===== src/design/fall_detector_peak_rms_defines.svh =====
// Assertion macros shared by the design files.
`ifndef FALL_DETECTOR_PEAK_RMS_DEFINES_SVH
`define FALL_DETECTOR_PEAK_RMS_DEFINES_SVH

// An implication that must hold at every clock edge outside reset.
`define FDPR_ASSERT_IMP(label, clk, rst_n, ante, cons) \
    label: assert property (@(posedge clk) disable iff (!rst_n) (ante) |-> (cons)) \
        else $error("implication failed");

// An implication whose consequent is checked in the next cycle.
`define FDPR_ASSERT_NEXT(label, clk, rst_n, ante, cons) \
    label: assert property (@(posedge clk) disable iff (!rst_n) (ante) |=> (cons)) \
        else $error("next-cycle implication failed");

`endif


===== src/design/fdpr_ram.sv =====
`default_nettype none
module fdpr_ram #(
    parameter int unsigned WIDTH = 16,
    parameter int unsigned DEPTH = 128
) (
    input  wire logic clk,
    input  wire logic we,
    input  wire logic [$clog2(DEPTH)-1:0] waddr,
    input  wire logic [WIDTH-1:0] wdata,
    input  wire logic [$clog2(DEPTH)-1:0] raddr,
    output logic [WIDTH-1:0] rdata
);
    logic [WIDTH-1:0] mem [DEPTH];

    always_ff @(posedge clk)
    begin
        if (we)
        begin
            mem[waddr] <= wdata;
        end
        rdata <= mem[raddr];
    end
endmodule
`default_nettype wire


===== config.mk =====
export PLATFORM = sky130hd
export DESIGN_NAME = fdpr_ram
export DESIGN_NICKNAME = d
export VERILOG_FILES = /design/src/design/fall_detector_peak_rms_defines.svh /design/src/design/fdpr_ram.sv
export SDC_FILE = /design/constraint.sdc
export NUM_CORES = 2
export LEC_CHECK = 0
export BUFFER_PORTS_ARGS = -buffer_cell sky130_fd_sc_hd__buf_4
export CAP_MARGIN = 40
export CORE_ASPECT_RATIO = 1.2
export CORE_MARGIN = 8
export CORE_UTILIZATION = 35
export CTS_CLUSTER_SIZE = 14
export DETAILED_ROUTE_END_ITERATION = 7
export GPL_ROUTABILITY_DRIVEN = 0
export SLEW_MARGIN = 20
export SYNTH_ARGS = -nofsm -noshare
export SYNTH_HDL_FRONTEND = slang
export SYNTH_SLANG_ARGS = --single-unit

===== constraint.sdc =====
create_clock -name clk -period 9.5 [get_ports clk]
set_clock_uncertainty 0.05 [all_clocks]
set_input_delay 1.9 -clock clk [delete_from_list [all_inputs] [get_ports clk]]
set_output_delay 1.9 -clock clk [all_outputs]
set_load 0.01 [all_outputs]

======== After elaboration in Yosys (flattened, before gate mapping) ========
Memories as Yosys holds them, arrays and structs flattened. A register that Yosys moved wholly into a read port is not among the register bits.
Cells that the tools add are included.
storage, ports and cells
  bits in registers ....................... 0
  RAM bits ................................ 2048
  output and inout bits ................... 16
  word-level logic and storage cells ...... 3
  memories ................................ 1
operators by class
  mux-type cells .......................... 2
memory list
  name  words  width  rd ports  clocked after memory_dff  wr ports  line            RTL
  mem   128    16     1         1                         1         fdpr_ram.sv:13  logic [WIDTH-1:0] mem [DEPTH];
operator list
  cell               count
  two-way mux 1 bit  2

======== Longest topological paths before layout ========
  word-level depth ........................ 2
  mapped depth ............................ 7
  mapped depth without buffers ............ 4

======== Worst setup path after synthesis ========
OpenSTA, ideal clock, no wires.
  path type ............................... input to register
  from .................................... in raddr[0]
  to ...................................... reg rdata[0] (read register of mem)
  library setup time ...................... 0.121 ns
  arrival ................................. 4.274 ns
  data required time ...................... 9.329 ns
  setup slack ............................. 5.055 ns
  cell stages on the path ................. 6
  path buffers ............................ 2
  cells stage by stage .................... buf_2 buf_1 mux4_2 mux4_2 mux4_2 mux2_2
RTL lines
  item                line            RTL
  start: declaration  fdpr_ram.sv:10  input wire logic [$clog2(DEPTH)-1:0] raddr,
  end: declaration    fdpr_ram.sv:11  output logic [WIDTH-1:0] rdata

==> flow_metrics.tcl <==
set metrics [dict create \
    cp_cell_sequence "buf_8, buf_12, mux4_2, mux4_2, mux4_2, mux2_2" \
    final_common_cell "edfxtp_1" \
    synth-simple-area-share_pct 0.888 \
    area.sequential_um2 61800 \
    cp_max_fo 90 \
    netlist_area_um2 78500 \
    cts_setup_buffers 0 \
    max_slew_margin_pct 39.9 \
    peakVddDrop_v 0.000206 \
    p_seq_share_pct 56.2 \
    arrival_ns 5.52 \
    cts_tree "done" \
    p_sw_share_pct 20.7 \
    drtIter0Drc 3605 \
    initial_core_util_pct 35.2 \
    maxCapViolations 0 \
    path_common_cell "mux4_2" \
    dieArea_um2 240000 \
    antenna_found_initial 21 \
    tightest_slew_ns 0.901 \
    synth_top_family_by_area "multiplexers" \
    ys_warn_count 0 \
    internal_power_mw 14.2 \
    start_kind "input port" \
    holdWs_ns 1.09 \
    overflow 0 \
    hold_viol_final 0 \
    synth_seq_cells 2064 \
    crit_path_top_delay_cell "mux4_2" \
    fin_crit_sh_pct 51.4 \
    cts_sinks 2064 \
    dr.pass1.iters 7 \
    io_buffers 47 \
    drc_errors 0 \
    max-clock-path-buffers 3 \
    ant_nets 0 \
    synthToLayoutAreaGrowth_pct 14.0 \
    avgSynthCellArea_um2 25.4 \
    nets 3371 \
    worstHoldPathType "reg2reg" \
    yosysUniqueCellTypes 17 \
    grt_pass1_wl_mm 277 \
    grt_pass1_vias 35900 \
    cts_root_buf "clkbuf_16" \
    crit_path_end_kind "flop" \
    drive_gt1_share_pct 35.8 \
    die_h_um 535 \
    layout_common_cells "2048 x edfxtp_1, 672 x mux4_2, 202 x buf_4, 186 x clkbuf_16, 79 x nor2_2" \
    wl_per_cell_um 30.2 \
    cts_max_level 4 \
    vias 34700 \
    clkPwrFrac_pct 38.6 \
    synth_fa_ha_area_share_pct 0 \
    multiInputGateArea_um2 16300 \
    rows 190 \
    worstSkewPairLatency_ns 0.80 \
    required_ns 10.14 \
    syn_inst 3086 \
    finalPower_mw 18.0 \
    slowest_delay_ns 0.66 \
    rsz0062_at_grt "false" \
    p_sw_mw 3.72 \
    ios 48 \
    synth_xor_area_share_pct 0 \
    routed_via_density 5.38 \
    track_usage_pct 16.1 \
    setup_viol 0 \
    grt_max_degree 100 \
    core_area_um2 223000 \
    synth_mux_area_share_pct 19.5 \
    cts_resized 0 \
    cts_hold_buf 0 \
    fillCellCount 19200 \
    combPwrFrac_pct 5.2 \
    place_area_um2 83800 \
    max_clock_freq_mhz 205 \
    fin_crit_ns 4.88 \
    clk_pin_slew_ns 0.06 \
    synth_compound_area_share_pct 0 \
    final_cell_area_um2 89500 \
    dp_hpwl_mm 111 \
    status "finished clean" \
    routed_wl_mm 195 \
    critPathKind "in2reg" \
    syn-num-nets 3118 \
    power_leakage_nw 27.0 \
    die_w_um 448 \
    fin_setup_tns_ns 0 \
    cts_buffers 181 \
    ys_seq_area_share_pct 78.7 \
    powerDensity_nw_per_um2 201 \
    report.final.slew_viol_count 0 \
]
registers in the layout, summed over array words and instances (netlist names):
signal,count
rdata,16
mem,2048
cell families (layout without fill, tap and decap cells):
group / after synthesis / count (layout)
simple gates: 170 / 170
other cells: 0 / 6
buf+inv: 164 / 548
flops: 2064 / 2064
mux: 688 / 688
path summary, 6_finish.rpt:
kind	endpoint	cells after the start	slack, ns	from
min	rdata[12]	4	1.09	mem[118][12]
max	rdata[10]	6	4.62	raddr[0]
min reg2reg	rdata[12]	4	1.09	mem[118][12]
max reg2reg	rdata[7]	4	6.93	mem[102][7]
metal layers:
| layer | track usage (%) | share of wire (%) | up-vias |
|---|---|---|---|
| li1 | - | - | 13900 |
| met3 | 2.56 | 5.3 | 252 |
| met5 | 0 | 0.0067 | - |
| met2 | 28.2 | 53 | 1095 |
| met4 | 4.19 | 2.7 | 2 |
| met1 | 20.8 | 39 | 19400 |
cell type report:
class                           count  share of cell area (%)
Sequential cell                  2064                    69.0
Multi-Input combinational cell    858                    18.2
Clock buffer                      259                    5.66
Tap cell                         2976                    4.16
Timing Repair Buffer              234                    2.50
Clock inverter                     55                   0.404
Antenna cell                        6                  0.0168
synthesized netlist by cell type:
master	count	area share, %
nand3_1	12	0.076
clkbuf_1	82	0.39
nor3_1	9	0.057
nor2b_1	7	0.056
buf_2	52	0.33
buf_6	1	0.014
nand2_1	14	0.067
buf_1	28	0.13
edfxtp_1	2048	78
nand4_1	3	0.024
buf_4	1	0.0096
nor2_1	122	0.58
nand2b_1	2	0.016
mux4_2	672	19
mux2_2	16	0.23
dfxtp_1	16	0.41
or3_1	1	0.0080
stage by stage:
step	util (%)	std cells	worst slack, ns
5_1_grt	40.1	6447	4.52
2_1_floorplan	-	3086	5.05
3_3_place_gp	37.4	6108	3.78
4_1_cts	40.0	6433	4.67
6_report	40.1	6452	4.62
3_5_place_dp	37.5	6119	3.80
critical path, delay by kind of cell:
kind / cells / cell delay, ns
buffers and inverters: 2 / 1.08
multiplexers: 4 / 2.17
power by group through the flow:
stage	clock network, mW	registers, mW	logic, mW
detailed placement	0	10.3	0.947
CTS	7.07	10.1	0.948
global route	7.38	10.1	0.989
global placement	0	10.3	0.925
floorplan	0	10.3	0.492
finish	6.93	10.1	0.941
(Power assumes the default switching activity.)
