File: config.mk
export PLATFORM = sky130hd
export DESIGN_NAME = fdpr_div
export DESIGN_NICKNAME = d
export VERILOG_FILES = /design/src/design/fdpr_pkg.sv /design/src/design/fdpr_div.sv
export VERILOG_INCLUDE_DIRS = /design/src /design/src/design
export SDC_FILE = /design/constraint.sdc
export NUM_CORES = 1
export LEC_CHECK = 0
export BUFFER_PORTS_ARGS = -buffer_cell sky130_fd_sc_hd__clkbuf_2
export CORE_ASPECT_RATIO = 2
export CORE_UTILIZATION = 29
export DETAILED_ROUTE_END_ITERATION = 10
export GPL_ROUTABILITY_DRIVEN = 0
export GPL_TIMING_DRIVEN = 1
export SLEW_MARGIN = 20
export SYNTH_ARGS = -nofsm -noshare
export SYNTH_HDL_FRONTEND = slang
export SYNTH_SLANG_ARGS = --single-unit
File: constraint.sdc
create_clock -name clk -period 3.1 [get_ports clk]
set_input_delay 0.93 -clock clk [delete_from_list [all_inputs] [get_ports clk]]
set_output_delay 0.93 -clock clk [all_outputs]
set_load 0.01 [all_outputs]
File: src/design/fall_detector_peak_rms_defines.svh
// Assertion macros shared by the design files.
`ifndef FALL_DETECTOR_PEAK_RMS_DEFINES_SVH
`define FALL_DETECTOR_PEAK_RMS_DEFINES_SVH

// An implication that must hold at every clock edge outside reset.
`define FDPR_ASSERT_IMP(label, clk, rst_n, ante, cons) \
    label: assert property (@(posedge clk) disable iff (!rst_n) (ante) |-> (cons)) \
        else $error("implication failed");

// An implication whose consequent is checked in the next cycle.
`define FDPR_ASSERT_NEXT(label, clk, rst_n, ante, cons) \
    label: assert property (@(posedge clk) disable iff (!rst_n) (ante) |=> (cons)) \
        else $error("next-cycle implication failed");

`endif

File: src/design/fdpr_pkg.sv
`default_nettype none
package fdpr_pkg;
    localparam int unsigned CfgIdxW = 3;
    localparam logic [CfgIdxW-1:0] REG_RMS_WINDOW = 3'd0;
    localparam logic [CfgIdxW-1:0] REG_PEAK_WINDOW = 3'd1;
    localparam logic [CfgIdxW-1:0] REG_RATIO = 3'd2;
    localparam logic [CfgIdxW-1:0] REG_DELTA = 3'd3;
    localparam logic [CfgIdxW-1:0] REG_REFRACTORY = 3'd4;

    localparam logic [7:0] RMS_WINDOW_RST = 8'd100;
    localparam logic [3:0] PEAK_WINDOW_RST = 4'd5;
    localparam logic [7:0] RATIO_RST = 8'd32;
    localparam logic [15:0] DELTA_RST = 16'd2506;
    localparam logic [15:0] REFRACTORY_RST = 16'd2000;

    // Radicand width of the shared square root unit.
    localparam int unsigned SqrtInW = 34;
    localparam int unsigned SqrtOutW = 17;

    typedef struct packed {
        logic start;
        logic [SqrtInW-1:0] radicand;
    } sqrt_req_t;

    typedef struct packed {
        logic busy;
        logic done;
        logic [SqrtOutW-1:0] root;
    } sqrt_rsp_t;
endpackage
`default_nettype wire

File: src/design/fdpr_div.sv
`default_nettype none
`include "fall_detector_peak_rms_defines.svh"
module fdpr_div
    import fdpr_pkg::*;
#(
    parameter int unsigned NUM_W = 39,
    parameter int unsigned DEN_W = 11
) (
    input  wire logic clk,
    input  wire logic rst_n,
    input  wire logic start,
    input  wire logic [NUM_W-1:0] num,
    input  wire logic [DEN_W-1:0] den,
    output logic done,
    output logic [NUM_W-1:0] quo
);
    // Restoring division, one quotient bit per cycle.
    localparam int unsigned CntW = $clog2(NUM_W + 1);

    logic [NUM_W-1:0] q_reg, q_next;
    logic [DEN_W:0] r_reg, r_next;
    logic [DEN_W-1:0] d_reg, d_next;
    logic [CntW-1:0] cnt_reg, cnt_next;
    logic busy_reg, busy_next;
    logic done_reg, done_next;
    logic [DEN_W+1:0] sh;

    always_comb
    begin
        q_next = q_reg;
        r_next = r_reg;
        d_next = d_reg;
        cnt_next = cnt_reg;
        busy_next = busy_reg;
        done_next = 1'b0;
        sh = {r_reg, q_reg[NUM_W-1]};
        if (start)
        begin
            q_next = num;
            r_next = '0;
            d_next = den;
            cnt_next = CntW'(NUM_W);
            busy_next = 1'b1;
        end
        else if (busy_reg)
        begin
            if (sh >= {2'b00, d_reg})
            begin
                r_next = (DEN_W+1)'(sh - {2'b00, d_reg});
                q_next = {q_reg[NUM_W-2:0], 1'b1};
            end
            else
            begin
                r_next = (DEN_W+1)'(sh);
                q_next = {q_reg[NUM_W-2:0], 1'b0};
            end
            cnt_next = cnt_reg - 1'b1;
            if (cnt_reg == CntW'(1))
            begin
                busy_next = 1'b0;
                done_next = 1'b1;
            end
        end
    end

    always_ff @(posedge clk or negedge rst_n)
    begin
        if (!rst_n)
        begin
            busy_reg <= 1'b0;
            done_reg <= 1'b0;
            cnt_reg <= '0;
        end
        else
        begin
            busy_reg <= busy_next;
            done_reg <= done_next;
            cnt_reg <= cnt_next;
        end
    end

    always_ff @(posedge clk)
    begin
        q_reg <= q_next;
        r_reg <= r_next;
        d_reg <= d_next;
    end

    assign done = done_reg;
    assign quo = q_reg;

    `FDPR_ASSERT_IMP(a_div_done, clk, rst_n, done_reg, !busy_reg)
    `FDPR_ASSERT_NEXT(a_div_start, clk, rst_n, start, busy_reg)
    `FDPR_ASSERT_IMP(a_div_cnt, clk, rst_n, busy_reg, cnt_reg != '0)
endmodule
`default_nettype wire

Word level (Yosys, flattened, before mapping) --
Index checks and enable logic that the tools add are counted. W data, S select, Z words.
Storage, ports and cells: output and inout bits 40, input bits 53, register bits 70, logic and storage cells 23
Cells by class: magnitude comparators 1, equality and inequality tests 1, reductions and logical operators 1, mux-type cells 12, add/subtract/negate cells 2
Operators with widths (count):
- $mux W39 | 2
- $ge A13 B11 Y1 | 1
- $mux W12 | 1
- $mux W6 | 2
- $sub A12 B11 Y12 | 1
- $mux W1 | 7
- $eq A6 B1 Y1 const B | 1
- $sub A6 B1 Y6 const B | 1
- $reduce_bool A2 Y1 | 1

Logic depth before layout (Yosys ltp) --
word-level depth 4, gate-level depth with buffers 10, mapped depth without buffers 9

Worst setup path before layout --
No wires, ideal clock.
path type input -> register, from in start, to reg q_reg[0] (netlist: quo[0]), enable pin, required time 2.706 ns, data arrival time 2.245 ns, library setup time 0.394 ns, slack 0.462 ns, buffers on the path 2, stages 4, cells stage by stage clkbuf_1 > clkbuf_1 > nor2_1 > inv_1
Between the ends: cells in the longest elaborated chain, start to end 1
Ends and longest elaborated chain:
- start, declared | RTL line fdpr_div.sv:11 | input wire logic start,
- $reduce_bool A2 Y1 (no source line)
- end signal, assigned | RTL line fdpr_div.sv:84 | q_reg <= q_next;
- end, declared | RTL line fdpr_div.sv:20 | logic [NUM_W-1:0] q_reg, q_next;
No other way between the ends. A chain may end at the register's enable or synchronous reset.

Worst setup path in the final report --
from reg q_reg[38] (netlist: quo[38]), to reg r_reg[10]
Between the ends: cells in the longest elaborated chain, start to end 2, elaborated cells between the ends (all ways) 3, those cells by class 1 x add/sub; 1 x order compare; 1 x mux
Ends and longest elaborated chain:
- $sub A12 B11 Y12 or $ge A13 B11 Y1 (tied branches) | RTL line fdpr_div.sv:49, fdpr_div.sv:47
- $mux W12 (*) | RTL line fdpr_div.sv:47 | if (sh >= {2'b00, d_reg})
- end signal, assigned | RTL line fdpr_div.sv:85 | r_reg <= r_next;
- end, declared | RTL line fdpr_div.sv:21 | logic [DEN_W:0] r_reg, r_next;
Every way passes the cells marked *; elsewhere a longest branch is shown, timed or not.

==> flow_summary.toml <==
[status]
status = "complete, no violations"

[sta]
slew_violations = 0
relSlewSlack_pct = 63.1
min_period_ns = 2.37
timing.fmax_ghz = 0.422
tns_ns = 0
clock_skew_ns = 0.00335
grt_setup_unrepaired = "no"
fin_crit_sh_pct = 76.4
hold_viol = 0
setup_viol_count_final = 0
worst_slew_pin_slew_ns = 0.552

[layout]
drive_above_1_share_pct = 41.9
n_antenna_cell = 0
final_util_pct = 37.0
n_fill_cell = 1228
seqCellArea_mm2 = 0.00194
nNetsFinal = 446
multiInputGateArea_mm2 = 0.00152
syn2layout_area_growth_pct = 24.4
final_common_cell = "clkbuf_2"
final_cell_mix = "clkbuf_2, edfxtp_1, mux2_2, inv_1, nor2_1"
final_area_mm2 = 0.00449
largest_register_ffs = 39

[synth]
avgSynthCellArea_um2 = 12.7
synth_area_mm2 = 0.00361
ys_ff_latch = 70
synthFlopType = "edfxtp_1"
yosysWarnings = 0
syn_nets = 351
synthDistinctLibCells = 53
ys_async_sr_fraction_pct = 11.4
yosysSeqAreaShare_pct = 53.8
synthCells = 284
synth-edff-count = 50

[route]
routed_wl_mm = 7.93
vias_per_cell = 4.76
num_vias = 2528
drc = 0
drt_iter0_drc = 74
antenna_left = 0
drtPass1Iterations = 5
wl_per_cell_um = 14.9

[grt]
grt_pass1_vias = 2610
grt.overflow.total = 0
antenna_found_initial = 0
grt.total_usage_pct = 13.2
grt_max_degree = 40
grt_pass1_wl_mm = 12.8

[worst_setup_path]
cp-start-kind = "register"
path_cells = "inv_1, ha_1, fa_1, nand2b_1, a2111oi_0, nor3_1, xnor2_1, mux2i_1, a211oi_1"
critical_path_class = "register to register"
cp-end-kind = "register"
cp_max_fo = 3
cpLargestDelayFamily = "compound AO/OA/AOI/OAI gates"
required_ns = 3.35
cpPeakStageDelay_ns = 0.43
crit_arrival_ns = 2.62
path_buf_inv = 1
cpMaxStageDelayCell = "a2111oi_0"

[clocking]
cts_root_buffer = "clkbuf_16"
worstSkewPairLatency_ns = 0.33
htree_levels = 3
cts_sinks = 70
clk_pin_slew_ns = 0.05
ctsResizeCount = 0
tritoncts = "built"
clockBufferDepth = 2
cts_buffers = 9
cts_setup_buffers = 0
ctsHoldBuffers = 0

[floorplan]
die_x_um = 80.9
fp-row-count = 57
core_area_mm2 = 0.0121
die_h_um = 160
boundaryPins = 93
die_area_mm2 = 0.0129
start_util_pct = 29.8

[pwr]
ir_drop_v = 0.000455
p_leak_uw = 0.00188
powerDensity_mw_per_mm2 = 754

[placed_design]
portBuffers = 92
placed_area_mm2 = 0.00423
dp_hpwl_mm = 5.88

[job]
drv_cap = 0

[hold_path]
hold_class = "input pin to async pin"
==> cell families after synthesis <==
| family | synth area share, % |
|---|---|
| AO/OA/AOI/OAI | 9.37 |
| adder cells (fa/ha/maj) | 5.06 |
| buffers and inverters | 3.99 |
| multiplexers | 14.3 |
| XOR/XNOR | 3.16 |
| flip-flops | 53.8 |
| AND/OR/NAND/NOR | 10.3 |
==> path summary, 6_finish.rpt <==
kind	slack (ns)	endpoint	startpoint	cells past startpoint
min in group clk	0.49	r_reg[10]	r_reg[10]	2
worst max register to register	0.73	r_reg[10]	quo[38]	9
max in group asynchronous	2.48	cnt_reg[2]	rst_n	1
worst min register to register	0.49	r_reg[10]	r_reg[10]	2
worst min-delay path	0.44	done	rst_n	1
worst max-delay path	0.73	r_reg[10]	quo[38]	9
==> worst reg2reg max path: cells and delay by family (launching register included) <==
kind                       cells  cell delay, ns
xor gates and xnor gates       1            0.15
AOI/OAI and AO/OA              2            0.67
adders and majority gates      2            0.66
DFF                            1            0.34
and+or+nand+nor                2            0.33
muxes                          1            0.09
buffers and inverters          1            0.06
==> layer usage <==
layer	share of wire, %	vias to the layer above	wire length [um]	global-route usage [%]
met1	37	1208	2950	13.8
met4	2.1	0	170	6.09
met2	56	78	4470	23.7
met5	0	-	0	0
li1	-	1229	-	-
met3	4.2	13	329	3.26
==> final cells by class <==
type,count,share of cell area (%)
Inverter,20,1.67
Sequential cell,70,43.3
Clock buffer,13,5.35
Clock inverter,3,0.307
Multi-Input combinational cell,181,33.9
Tap cell,147,4.10
Timing Repair Buffer,97,11.4
==> synth_stat cells (2+ instances only) <==
cell type | count | area, um^2
xnor2_1 | 7 | 61.3
nand3_1 | 5 | 25.0
a311oi_1 | 2 | 17.5
clkbuf_1 | 9 | 33.8
inv_1 | 20 | 75.1
a211oi_1 | 7 | 52.6
a21o_1 | 2 | 15.0
o21a_1 | 3 | 22.5
dfrtp_1 | 8 | 200
dfxtp_1 | 12 | 240
nor3_1 | 5 | 25.0
nand2_1 | 11 | 41.3
ha_1 | 13 | 163
mux2i_1 | 5 | 50.1
or3_1 | 2 | 12.5
mux2_2 | 40 | 450
nand2b_1 | 9 | 56.3
nor2_1 | 20 | 75.1
nand4_1 | 2 | 12.5
o31ai_4 | 2 | 42.5
edfxtp_1 | 50 | 1500
xor2_1 | 6 | 52.6
nand3b_1 | 2 | 15.0
a21oi_1 | 7 | 35.0
o21ai_0 | 7 | 35.0
==> power by group <==
part,switching (uW),internal [uW]
sequential,101,1170
clock,367,537
combinational,646,560
total,1110,2270
==> through the flow <==
step	hold WS (ns)	worst slack, ns	total power (uW)	cells
6_report	0.437	0.731	3380	531
5_1_grt	0.444	0.594	3590	531
4_1_cts	0.436	0.676	3410	531
3_5_place_dp	0.492	0.670	2490	515
3_3_place_gp	0.482	0.749	2470	515
2_1_floorplan	0.463	0.462	2240	284
No activity file was read; power rests on OpenSTA's default activity.
