## src/design/fall_detector_peak_rms_defines.svh

```systemverilog
// Assertion macros shared by the design files.
`ifndef FALL_DETECTOR_PEAK_RMS_DEFINES_SVH
`define FALL_DETECTOR_PEAK_RMS_DEFINES_SVH

// An implication that must hold at every clock edge outside reset.
`define FDPR_ASSERT_IMP(label, clk, rst_n, ante, cons) \
    label: assert property (@(posedge clk) disable iff (!rst_n) (ante) |-> (cons)) \
        else $error("implication failed");

// An implication whose consequent is checked in the next cycle.
`define FDPR_ASSERT_NEXT(label, clk, rst_n, ante, cons) \
    label: assert property (@(posedge clk) disable iff (!rst_n) (ante) |=> (cons)) \
        else $error("next-cycle implication failed");

`endif

```

## src/design/fdpr_pkg.sv

```systemverilog
`default_nettype none
package fdpr_pkg;
    localparam int unsigned CfgIdxW = 3;
    localparam logic [CfgIdxW-1:0] REG_RMS_WINDOW = 3'd0;
    localparam logic [CfgIdxW-1:0] REG_PEAK_WINDOW = 3'd1;
    localparam logic [CfgIdxW-1:0] REG_RATIO = 3'd2;
    localparam logic [CfgIdxW-1:0] REG_DELTA = 3'd3;
    localparam logic [CfgIdxW-1:0] REG_REFRACTORY = 3'd4;

    localparam logic [7:0] RMS_WINDOW_RST = 8'd100;
    localparam logic [3:0] PEAK_WINDOW_RST = 4'd5;
    localparam logic [7:0] RATIO_RST = 8'd32;
    localparam logic [15:0] DELTA_RST = 16'd2506;
    localparam logic [15:0] REFRACTORY_RST = 16'd2000;

    // Radicand width of the shared square root unit.
    localparam int unsigned SqrtInW = 34;
    localparam int unsigned SqrtOutW = 17;

    typedef struct packed {
        logic start;
        logic [SqrtInW-1:0] radicand;
    } sqrt_req_t;

    typedef struct packed {
        logic busy;
        logic done;
        logic [SqrtOutW-1:0] root;
    } sqrt_rsp_t;
endpackage
`default_nettype wire

```

## src/design/fdpr_sqrt.sv

```systemverilog
`default_nettype none
`include "fall_detector_peak_rms_defines.svh"
module fdpr_sqrt
    import fdpr_pkg::*;
(
    input  wire logic clk,
    input  wire logic rst_n,
    input  wire sqrt_req_t req,
    output sqrt_rsp_t rsp
);
    // Restoring square root, one result bit per cycle.
    localparam int unsigned CntW = $clog2(SqrtOutW + 1);

    logic [SqrtInW-1:0] rem_reg, rem_next;
    logic [SqrtOutW-1:0] root_reg, root_next;
    logic [SqrtInW-1:0] rad_reg, rad_next;
    logic [CntW-1:0] cnt_reg, cnt_next;
    logic busy_reg, busy_next;
    logic done_reg, done_next;
    logic [SqrtInW+1:0] trial;
    logic [SqrtInW+1:0] cand;

    always_comb
    begin
        rem_next = rem_reg;
        root_next = root_reg;
        rad_next = rad_reg;
        cnt_next = cnt_reg;
        busy_next = busy_reg;
        done_next = 1'b0;
        trial = {rem_reg, rad_reg[SqrtInW-1 -: 2]};
        cand = {{(SqrtInW+2-SqrtOutW-2){1'b0}}, root_reg, 2'b01};
        if (req.start)
        begin
            rem_next = '0;
            root_next = '0;
            rad_next = req.radicand;
            cnt_next = CntW'(SqrtOutW);
            busy_next = 1'b1;
        end
        else if (busy_reg)
        begin
            rad_next = {rad_reg[SqrtInW-3:0], 2'b00};
            if (trial >= cand)
            begin
                rem_next = SqrtInW'(trial - cand);
                root_next = {root_reg[SqrtOutW-2:0], 1'b1};
            end
            else
            begin
                rem_next = SqrtInW'(trial);
                root_next = {root_reg[SqrtOutW-2:0], 1'b0};
            end
            cnt_next = cnt_reg - 1'b1;
            if (cnt_reg == CntW'(1))
            begin
                busy_next = 1'b0;
                done_next = 1'b1;
            end
        end
    end

    always_ff @(posedge clk or negedge rst_n)
    begin
        if (!rst_n)
        begin
            busy_reg <= 1'b0;
            done_reg <= 1'b0;
            cnt_reg <= '0;
        end
        else
        begin
            busy_reg <= busy_next;
            done_reg <= done_next;
            cnt_reg <= cnt_next;
        end
    end

    always_ff @(posedge clk)
    begin
        rem_reg <= rem_next;
        root_reg <= root_next;
        rad_reg <= rad_next;
    end

    assign rsp.busy = busy_reg;
    assign rsp.done = done_reg;
    assign rsp.root = root_reg;

    `FDPR_ASSERT_IMP(a_done_not_busy, clk, rst_n, done_reg, !busy_reg)
    `FDPR_ASSERT_NEXT(a_start_busy, clk, rst_n, req.start, busy_reg)
    `FDPR_ASSERT_IMP(a_cnt_busy, clk, rst_n, busy_reg, cnt_reg != '0)
endmodule
`default_nettype wire

```

## config.mk

```make
export PLATFORM = sky130hd
export DESIGN_NAME = fdpr_sqrt
export DESIGN_NICKNAME = d
export VERILOG_FILES = /design/src/design/fdpr_pkg.sv /design/src/design/fdpr_sqrt.sv
export VERILOG_INCLUDE_DIRS = /design/src /design/src/design
export SDC_FILE = /design/constraint.sdc
export NUM_CORES = 1
export LEC_CHECK = 0
export BUFFER_PORTS_ARGS = -buffer_cell sky130_fd_sc_hd__buf_4
export CAP_MARGIN = 20
export CELL_PAD_IN_SITES_DETAIL_PLACEMENT = 0
export CELL_PAD_IN_SITES_GLOBAL_PLACEMENT = 2
export CORE_MARGIN = 2
export CORE_UTILIZATION = 34
export CTS_CLUSTER_DIAMETER = 30
export DETAILED_ROUTE_END_ITERATION = 10
export GPL_TIMING_DRIVEN = 0
export PLACE_DENSITY_LB_ADDON = 0.1
export SYNTH_ARGS = -nofsm -noshare
export SYNTH_HDL_FRONTEND = slang
export SYNTH_SLANG_ARGS = --single-unit
export TNS_END_PERCENT = 1
```

## constraint.sdc

```tcl
create_clock -name clk -period 2.7 [get_ports clk]
set_input_delay 0.405 -clock clk [delete_from_list [all_inputs] [get_ports clk]]
set_output_delay 0.405 -clock clk [all_outputs]
set_load 0.05 [all_outputs]
```

== Word-level counts from Yosys, hierarchy flattened ==
Index checks and enable logic that the tools add are counted.
Storage, ports and cells
  flip-flop bits (word level): 92
  output and inout port bits: 19
Operators by class
  add/sub/neg operators: 2
  order comparisons: 1
  equal/unequal tests: 1
  mux-type cells: 12
  reduce and logical (&&, ||, !) cells: 1
Operators with widths (count)
  two-way mux 34 bit: 3
  >= comparator 36 x 19 -> 1 bit: 1
  subtractor 34 x 19 -> 34 bit: 1
  two-way mux 5 bit: 2
  two-way mux 1 bit: 7
  equality test 5 x 1 -> 1 bit (second input constant): 1
  subtractor 5 x 1 -> 5 bit (second input constant): 1
  nonzero test 2 bit: 1

== Depth between registers and ports, before layout ==
  word-level depth: 4
  depth in mapped cells: 11
  depth with buffers taken out: 9

== Least setup slack after synthesis ==
Ideal clock, no wire load.
  path type: reg2reg
  start point: reg root_reg[0]
  end point: reg rem_reg[19]
  library setup time: 0.088 ns
  data arrival time: 2.936 ns
  data required time: 2.612 ns
  setup slack: -0.324 ns
  cell stages (with the launch flop): 11
  buffers on the path: 1
  period minus slack after synthesis: 3.024 ns
  cell sequence: dfxtp_1 -> inv_1 -> ha_1 -> nand2b_1 -> a211o_1 -> a211o_1 -> a211oi_2 -> buf_4 -> nor2_2 -> or4_1 -> a311oi_2
On the way
  word-level cells in the longest chain between the ends: 2
  elaborated cells between the ends (all ways): 3
  those cells by class: add/sub (1); order compare (1); mux (1)
RTL lines
  from (decl): RTL line fdpr_sqrt.sv:15  | logic [SqrtOutW-1:0] root_reg, root_next;
  from (signal assigned): RTL line fdpr_sqrt.sv:82  | root_reg <= root_next;
  subtractor 34 x 19 -> 34 bit or >= comparator 36 x 19 -> 1 bit (tied branches): RTL line fdpr_sqrt.sv:46, fdpr_sqrt.sv:44
  two-way mux 34 bit *: RTL line fdpr_sqrt.sv:44  | if (trial >= cand)
  to (signal assigned): RTL line fdpr_sqrt.sv:81  | rem_reg <= rem_next;
  to (decl): RTL line fdpr_sqrt.sv:14  | logic [SqrtInW-1:0] rem_reg, rem_next;
Mark *: on every way between the ends. The rest lies on a longest branch, timed or not.
A chain may end at the register's enable or synchronous reset.

== Worst setup path after layout ==
  start point: reg rad_reg[32]
  end point: reg rem_reg[31]
On the way
  word-level cells in the longest chain between the ends: 2
  elaborated cells between the ends (all ways): 3
  those cells by class: add/sub (1); order compare (1); mux (1)
RTL lines
  from (decl): RTL line fdpr_sqrt.sv:16  | logic [SqrtInW-1:0] rad_reg, rad_next;
  from (signal assigned): RTL line fdpr_sqrt.sv:83  | rad_reg <= rad_next;
  subtractor 34 x 19 -> 34 bit or >= comparator 36 x 19 -> 1 bit (tied branches): RTL line fdpr_sqrt.sv:46, fdpr_sqrt.sv:44
  two-way mux 34 bit *: RTL line fdpr_sqrt.sv:44
Marked as above.

==> run metrics <==
pwr/cell area=1180 mW/mm2; Final Skew=between 0.01 and 0.015 ns; clock transition at the registers of the reported paths=roughly 0.080 ns; unique cell type count in the Yosys netlist=61; # placed instances=780; Num CTS Buffers=9; r2r endpoint=rem_reg[31]$_SDFFE_PP0P_; cell area after layout=0.00658 mm2; setup TNS=-0.311 ns; Avg Vias per Cell=5.35; drt wl/cell=18.5 um; clock latency on the worst-skew pair=0.36 ns; Data required, critical path=2.97 ns; full die area=0.0163 mm2; Routed Antenna Nets=0; reg-to-reg slack, setup=-0.07 ns; Final Critical Period=~2.8 ns; share of cells above drive strength 1=approximately 30%; initial antenna violation count=0; crit-path max FO=5; violated checks=negative setup slack; H-tree levels=3; CTS max path bufs=2; unrepaired setup endpoints after global routing=true; floorplan row count=45; Crit. End Element=flip-flop; Root Driver=clkbuf_16; FF-to-FF Start=rad_reg[32]$_DFFE_PP_; ant diodes=0; vias in the first global route=4275; slew of the pin with the lowest slew margin=roughly 0.9 ns; commonest non-fill, non-tap cell in the layout=buf_4; first-pass GRT wire length=around 24000 um; period utilization=103%; Mapped Area=0.00522 mm2; Hold WS=0.317 ns; clk sinks=slightly above 90; synthesized area per cell=9.71 um2; Die Span X=about 130 um; Area growth, synth to finish=26.1%; GRT overflow=0; num ports=56; Hold Crit Depth=2; WP data arrival=3.04 ns; Routability Congestion=0.785; Hold Violations, Final=0; initial core utilization=about a third; # DRC=0; post-detail-place hpwl=a little over 10000 um; Final setup viols=8; Slew headroom=39.9%; hold path start=req[1]; Yosys reg bits=92; outcome=finished, violations left; DR vias=between 4000 and 5000; min-delay worst type=in -> reg; cell taking the most area after synthesis=dfxtp_1; Die Y=128 um; GRT Total Usage=between 10% and 20%; startpoint types=flip-flop; Post-synth ARST share=7.61%; EDFF count, synth=34; Reg2Reg Depth=10; Placement Cell Area=0.00589 mm2; CTS tree=yes; Final Max Slew Viols=0; first drt pass iteration count=4; Final Net Count=roughly 680; Worst Slack Setup Final=-0.0681 ns; Seq/Total Area, Yosys=42.5%; Crit Path Category=reg -> reg; max cap viols=0; pin count of the biggest net entering global routing=35; Fill cells=1532; DRT Wirelength=approximately 15000 um; top cell type's share of synthesized area=19.6%; WHS Endpoint=rad_reg[1]$_SDFFCE_PN0P_; syn nets=595; most frequent cells in the layout=buf_4 (74), nor2_1 (66), dfxtp_1 (38), edfxtp_1 (34), mux2_2 (32); Mapped Cells=roughly 540; FMAX=between 300 and 400 MHz; ys flop type=dfxtp_1; Buffers on Ports=55; non-filler cells, final=slightly above 800; leakage=2.71 nW; initial drt markers=237; Syn. warnings=0; Core Area=0.0151 mm2; Peak supply drop=0.435 mV; Area contributors post-synth=dfxtp_1 (20%), edfxtp_1 (20%), mux2_2 (6.9%)
[cell families (layout without fill, tap and decap cells)]
| group | Yosys count | after routing | synth area share [%] |
|---|---|---|---|
| muxes | 57 | 57 | 11.7 |
| buffers and inverters | 57 | 147 | 4.53 |
| and+or+nand+nor | 180 | 180 | 18.0 |
| xor gates and xnor gates | 17 | 17 | 2.85 |
| adders and majority gates | 21 | 21 | 5.04 |
| AOI/OAI and AO/OA | 113 | 114 | 15.4 |
| DFF | 92 | 92 | 42.5 |
[critical path: stages, from the launching register on]
cell and delay [ns]:
edfxtp_1 0.45, inv_2 0.08, ha_4 0.16, nand2b_4 0.13, a211o_1 0.28, a211o_4 0.36, a211oi_4 0.25, buf_6 0.16
o211ai_4 0.11, or4_4 0.45, a311oi_2 0.25
[per-stage QoR]
stage / setup WS [ns] / power [mW] / util [%]
finish: -0.0681 / 7.75 / 43.6
global route: -0.218 / 8.29 / 43.6
detailed placement: -0.541 / 5.81 / 39.0
CTS: -0.167 / 7.52 / 42.8
floorplan: -0.0647 / 4.86 / -
global placement: -0.489 / 5.79 / 39.0
[cell type report]
cell class	instances	area (um2)	share of cell area [%]
Clock inverter	7	65.1	0.989
Buffer	28	154	2.34
Clock buffer	9	225	3.42
Inverter	28	105	1.60
Multi-Input combinational cell	389	2980	45.2
Sequential cell	92	2240	34.1
Tap cell	188	235	3.57
Timing Repair Buffer	75	577	8.77
[where the power goes]
| part | total (mW) | switching (mW) | leakage (nW) | internal, mW |
|---|---|---|---|---|
| sequential | 2.17 | 0.319 | 0.872 | 1.85 |
| combinational | 4.29 | 2.40 | 1.69 | 1.90 |
| clock | 1.28 | 0.636 | 0.140 | 0.648 |
| total | 7.75 | 3.35 | 2.71 | 4.40 |
[worst max path at each step]
stage	from	end	slack, ns	depth (start not counted)
global placement	root_reg[0]$_SDFFE_PP0P_	rem_reg[19]$_SDFFE_PP0P_	-0.49	10
floorplan	root_reg[0]$_SDFFE_PP0P_	rem_reg[19]$_SDFFE_PP0P_	-0.06	10
global route	rad_reg[33]$_DFFE_PP_	rem_reg[31]$_SDFFE_PP0P_	-0.22	9
detailed placement	root_reg[1]$_SDFFE_PP0P_	rem_reg[19]$_SDFFE_PP0P_	-0.54	10
CTS	rad_reg[32]$_DFFE_PP_	rem_reg[31]$_SDFFE_PP0P_	-0.17	10
finish	rad_reg[32]$_DFFE_PP_	rem_reg[31]$_SDFFE_PP0P_	-0.07	10
[synthesized netlist by cell type (all sizes together), types with 2 or more instances]
cell type,instances
a211o,4
a211oi,18
a21boi,2
a21o,6
a21oi,23
a2bb2oi,2
a311oi,13
a31oi,2
and2,5
and3,3
and4,2
buf,13
clkbuf,16
dfrtp,7
dfxtp,51
edfxtp,34
ha,21
inv,28
mux2,32
mux2i,25
nand2,27
nand2b,8
nand3,9
nand3b,2
nand4,4
nor2,67
nor2b,2
nor3,12
nor3b,4
nor4,13
o211ai,6
o21a,6
o21ai,16
o31a,3
o31ai,7
or2,3
or3,8
or4,8
xnor2,12
xor2,5
[per-layer routing]
metal / part of all wire (%) / global-route usage [%] / vias to the layer above
li1: - / - / 2160
met2: 45 / 29.1 / 75
met1: 50 / 27.5 / 2117
met3: 3.0 / 2.55 / 17
met4: 1.8 / 6.98 / 0
met5: 0 / 0 / -
[what timing repair did]
| item | 4_1_cts | 5_1_grt |
|---|---|---|
| gates resized for setup | 30 | 18 |
| hold buffers | 1 | 0 |
| gates cloned | 2 | 0 |
| endpoints found under the hold margin | 7 | 0 |
| pin swaps | 19 | 10 |
| endpoints found under the setup margin | 66 | 31 |
| setup buffers | 13 | 5 |
Power figures use the tool's default switching activity.
